**src/hw/rtl/gcc_pkg.sv**
```systemverilog
package gcc_pkg;

    // sizing
    localparam int VERTEX_COUNT = 32768;
    localparam int MAX_COLORS   = 64;
    localparam int MAX_ITEMS    = 262144;

    // fixed field widths
    localparam int VERTEX_W    = 15;
    localparam int COLOR_W     = 6;
    localparam int RANK_W      = 18;
    localparam int USED_W      = 7;
    localparam int COLOR_SLOTS = 64;
    localparam int RANK_MAX    = 262143;

    // derived
    localparam int VIDX_W      = $clog2(VERTEX_COUNT);
    localparam int CIDX_W      = $clog2(MAX_COLORS);
    localparam int COUNT_LIMIT = (MAX_ITEMS - 1 < RANK_MAX) ? MAX_ITEMS - 1 : RANK_MAX;
    localparam int CLR_N       = (VERTEX_COUNT > MAX_COLORS) ? VERTEX_COUNT : MAX_COLORS;
    localparam int CLR_W       = $clog2(CLR_N);

    // colors at or above MAX_COLORS always read as taken
    localparam logic [COLOR_SLOTS-1:0] ALLOWED_MASK =
        (COLOR_SLOTS'(1) << MAX_COLORS) - COLOR_SLOTS'(1);

    // APB register map
    localparam int PADDR_W = 3;
    localparam int DATA_W  = 32;
    localparam logic [PADDR_W-3:0] REG_FOUR_VERTEX_MODE = '0;

    typedef struct packed {
        logic                  rd_en;
        logic [VIDX_W-1:0]     rd_addr_a;
        logic [VIDX_W-1:0]     rd_addr_b;
        logic                  wr_en;
        logic [VIDX_W-1:0]     wr_addr;
        logic [MAX_COLORS-1:0] wr_data;
    } mask_req_t;

    typedef struct packed {
        logic              rd_en;
        logic [CIDX_W-1:0] rd_addr;
        logic              wr_en;
        logic [CIDX_W-1:0] wr_addr;
        logic [RANK_W-1:0] wr_data;
    } cnt_req_t;

    function automatic logic in_range(input logic [VERTEX_W-1:0] v);
        return {2'b00, v} < (VERTEX_W + 2)'(VERTEX_COUNT);
    endfunction

    // lowest zero bit: first within each byte, then first byte with a zero
    function automatic logic [COLOR_W-1:0] first_free(input logic [COLOR_SLOTS-1:0] busy);
        logic [7:0] grp_free;
        logic [2:0] pos [8];
        logic [2:0] g_sel;
        logic       done;
        begin
            g_sel = '0;
            for (int g = 0; g < 8; g++)
            begin
                grp_free[g] = ~&busy[g*8 +: 8];
                pos[g]      = '0;
                done        = 1'b0;
                for (int k = 0; k < 8; k++)
                begin
                    if (!done && !busy[g*8 + k])
                    begin
                        pos[g] = 3'(k);
                        done   = 1'b1;
                    end
                end
            end
            done = 1'b0;
            for (int g = 0; g < 8; g++)
            begin
                if (!done && grp_free[g])
                begin
                    g_sel = 3'(g);
                    done  = 1'b1;
                end
            end
            return {g_sel, pos[g_sel]};
        end
    endfunction

endpackage

```
**src/hw/rtl/gcc_count_store.sv**
```systemverilog
// per-color request counts, registered read
module gcc_count_store import gcc_pkg::*;
(
    input  logic              clk,
    input  cnt_req_t          req,
    output logic [RANK_W-1:0] rd_data
);

    logic [RANK_W-1:0] mem [MAX_COLORS];
    logic [RANK_W-1:0] rd_data_reg;

    always_ff @(posedge clk)
    begin
        if (req.wr_en)
        begin
            mem[req.wr_addr] <= req.wr_data;
        end
        if (req.rd_en)
        begin
            rd_data_reg <= mem[req.rd_addr];
        end
    end

    assign rd_data = rd_data_reg;

endmodule

```
**config.mk**
```make
export PLATFORM = sky130hd
export DESIGN_NAME = gcc_count_store
export DESIGN_NICKNAME = d
export VERILOG_FILES = /design/src/hw/rtl/gcc_pkg.sv /design/src/hw/rtl/gcc_count_store.sv
export SDC_FILE = /design/constraint.sdc
export NUM_CORES = 1
export LEC_CHECK = 0
export BUFFER_PORTS_ARGS = -buffer_cell sky130_fd_sc_hd__buf_2
export CELL_PAD_IN_SITES_DETAIL_PLACEMENT = 1
export CELL_PAD_IN_SITES_GLOBAL_PLACEMENT = 1
export CORE_AREA = 4 4 291 293
export DETAILED_ROUTE_END_ITERATION = 10
export DIE_AREA = 0 0 295 297
export PLACE_DENSITY_LB_ADDON = 0.25
export SYNTH_ARGS = -nofsm -noshare
export SYNTH_HDL_FRONTEND = slang
export SYNTH_SLANG_ARGS = --single-unit
```
**constraint.sdc**
```tcl
create_clock -name clk -period 5.3 [get_ports clk]
set_input_delay 1.325 -clock clk [delete_from_list [all_inputs] [get_ports clk]]
set_output_delay 1.325 -clock clk [all_outputs]
set_load 0.01 [all_outputs]
```
**Yosys cells after proc, flatten, opt, wreduce, memory -nomap -nowiden**

Memories as Yosys holds them, arrays and structs flattened. A register that Yosys moved wholly into a read port is not among the register bits.
Index checks and enable logic that the tools add are counted.

- Bits in registers: 0
- RAM bits: 1152
- Input port bits: 33
- Output and inout port bits: 18
- Memories: 1

- Multiplexer cells: 2

Memories:

| memory | depth | bits a word | read ports | clocked after Yosys merged registers in | wr ports | line | source |
|---|---|---|---|---|---|---|---|
| mem | 64 | 18 | 1 | 1 | 1 | gcc_count_store.sv:9 | `logic [RANK_W-1:0] mem [MAX_COLORS];` |

Operators with widths:

| operator | count |
|---|---|
| 1-bit two-way mux | 2 |

**Depth between registers and ports, before layout**

- Word-level depth: 2
- Gate-level depth with buffers: 9
- Mapped depth without buffers: 5

**Worst setup path before layout**

OpenSTA, ideal clock, no wires.

- Path type: input -> register
- Start: input port req[21] in the netlist's numbering
- End: memory mem[48][0] (enable)
- Arrival: 3.111 ns
- Data required time: 4.884 ns
- Path slack: 1.773 ns
- Cell stages on the path: 4
- Path buffers: 1
- Cells stage by stage: clkbuf_1 > nor2b_1 > nand4b_1 > nor3_1

RTL lines:

| item | line | source |
|---|---|---|
| start: declaration | gcc_count_store.sv:5 | `input cnt_req_t req,` |
| end: declaration | gcc_count_store.sv:9 |  |

Straight into the memory's write port.

==> results.json <==
{
  "status": "complete, no violations",
  "initial_core_util_pct": 54.7,
  "synthArstFlopShare_pct": 0,
  "cts_buffers": 112,
  "nFillCells": 6531,
  "power_density_nw_per_um2": 373,
  "avgRoutedWirePerCell_um": 36.3,
  "hold_class": "register to register",
  "crit_type": "primary input to register",
  "h-tree-depth": 3,
  "crit_chain": "buf_8 > buf_12 > buf_4 > mux4_2 > mux4_2 > nor2_1 > o21ai_1",
  "clock_path_buffers": 3,
  "p_leak_nw": 15.8,
  "grt_pass1_vias": 23239,
  "grt_pass1_wl_um": 173000,
  "ys_seq_area_share_pct": 78.4,
  "drt_wl_total_um": 119000,
  "drt_first_pass_iters": 5,
  "layout.nets": 2161,
  "critPathLaunch": "req[25]",
  "antenna_found_initial": 4,
  "final_layout_size_suffix_gt1_share_pct": 31.4,
  "largest_reg_flops": 1152,
  "arrival_ns": 4.24,
  "gp_congestion": 0.813,
  "cp.required_ns": 5.68,
  "cp-end-kind": "register",
  "cts.sinks": 1170,
  "core-area_um2": 81800,
  "die_height_um": 297,
  "port_buffers": 50,
  "cp_slowest_cell": "nor2_1",
  "cp_common_cell": "mux4_2",
  "synth_edf_count": 1170,
  "netlist_area_um2": 44800,
  "ctsHoldBuffers": 0,
  "dp_slack_ns": 0.867,
  "ys_types": 33,
  "grt_max_degree": 65,
  "vias_per_cell": 6.68,
  "hold_viol_final": 0,
  "cts.clk_slew.worst_paths_ns": 0.06,
  "num_vias": 21934,
  "num_io_pins": 51,
  "yosys_warnings": 0,
  "syn_inst": 1957,
  "dr.first_iter.drc_count": 3147,
  "fin_crit_ns": 3.85,
  "crit_path_max_fanout": 39,
  "max_slew_margin_pct": 6.23,
  "grt_setup_unrepaired": "no",
  "rows": 105,
  "fin_util_pct": 61.5,
  "yosys_most_used_dff": "edfxtp_1",
  "worstSetupStartpointType": "primary input",
  "finalMaxSlewViolations": 0,
  "finalWorstSetupSlack_ns": 1.45,
  "seqCellArea_um2": 35100,
  "synth_nets": 1990,
  "synth.area.top_cells": "edfxtp_1 78%, mux4_2 15%, mux2i_1 1.3%",
  "cts_resized": 0,
  "skew_ns": 0.0259,
  "finalSetupViolCount": 0,
  "hp-start": "mem[7][17]$_DFFE_PP_",
  "grtUsageTotal_pct": 27.8,
  "cts_tree": "built",
  "dieArea_um2": 87600,
  "synth_top_area_cell": "edfxtp_1",
  "multiInputGateArea_um2": 9230,
  "grt.overflow.total": 0,
  "ir_drop_v": 0.000340,
  "tightest_slew_ns": 1.41,
  "synth_seq_cells": 1170,
  "clock_latency_ns": 0.67,
  "drv_cap": 0,
  "drc": 0,
  "cts_root_buf": "clkbuf_16",
  "synth_top_area_share_pct": 78.4,
  "synth_common_cells": "1170 x edfxtp_1, 300 x mux4_2, 90 x nor2_1, 60 x mux2i_1, 41 x clkbuf_1",
  "fmax_mhz": 259,
  "synthMostInstantiatedCell": "edfxtp_1",
  "area_delta_synth_final_pct": 12.4,
  "r2r-start": "mem[55][17]$_DFFE_PP_",
  "fp.dieW_um": 295,
  "syn_area_per_cell_um2": 22.9,
  "dpl.hpwl_um": 69800,
  "timing.final.crit_share_pct": 72.7,
  "fin_tns_setup_ns": 0,
  "ant_nets": 0,
  "postCtsSetupBuffers": 0,
  "slowest_delay_ns": 0.63
}
[per-layer routing]
metal,vias to the layer above,track usage (%),share of wire [%]
met5,-,0,0
met4,0,8.02,2.8
met3,198,6.11,10
met2,1284,43.2,48
met1,11829,40.8,39
li1,8623,-,-
[placed cells by master, fill, tap and decap left out, drive strengths merged, types with 2 or more instances in the layout]
| master | count |
|---|---|
| nand4 | 2 |
| buf | 164 |
| nand2b | 6 |
| nor2b | 6 |
| o21ai | 56 |
| bufinv | 5 |
| o22ai | 26 |
| a22oi | 5 |
| clkbuf | 136 |
| mux4 | 300 |
| clkinvlp | 8 |
| mux2i | 60 |
| nand3b | 4 |
| a211oi | 17 |
| nor3 | 13 |
| mux2 | 12 |
| or3b | 2 |
| a21oi | 30 |
| or3 | 12 |
| nand3 | 9 |
| diode | 4 |
| inv | 2 |
| clkinv | 43 |
| nand2 | 22 |
| edfxtp | 1170 |
| nor2 | 90 |
[critical path, delay by kind of cell]
family / cells / cell delay, ns
simple gates: 1 / 0.63
compound gates: 1 / 0.15
buf+inv: 3 / 0.96
mux: 2 / 1.05
[worst paths after layout]
path | endpoint | slack, ns | depth (start not counted)
max | rd_data[17]$_DFFE_PP_ | 1.45 | 7
min reg2reg | rd_data[17]$_DFFE_PP_ | 1.00 | 5
min | rd_data[17]$_DFFE_PP_ | 1.00 | 5
max reg2reg | rd_data[17]$_DFFE_PP_ | 2.84 | 4
[cells by family (layout without fill, tap and decap cells)]
kind of cell	count (synthesis)	after routing	share of synthesized area, %
DFF	1170	1170	78.4
other	0	4	0
and+or+nand+nor	168	168	1.69
AOI/OAI and AO/OA	140	140	1.80
buffers and inverters	107	358	1.37
muxes	372	372	16.7
[report_power, final]
part           internal [W]  switching, W
clock network       0.00416       0.00333
logic              0.000346      0.000640
registers            0.0103     0.0000375
[area by class of cell]
cell class,count,area share [%]
clock inverters,58,0.870
flip-flops and latches,1170,69.8
multi-input cells,680,18.3
repair buffers,164,2.51
diodes,4,0.0199
clock buffers,136,5.83
well taps,1070,2.66
[metrics by stage]
step,power (W),hold WS (ns),instance area (µm²),cells
floorplan,0.0110,0.863,44800,1957
global placement,0.0114,0.964,47000,3084
detailed placement,0.0115,0.963,47000,3084
CTS,0.0189,1.02,50300,3278
global route,0.0193,1.04,50300,3278
finish,0.0188,1.00,50300,3282
Power figures use the tool's default switching activity.
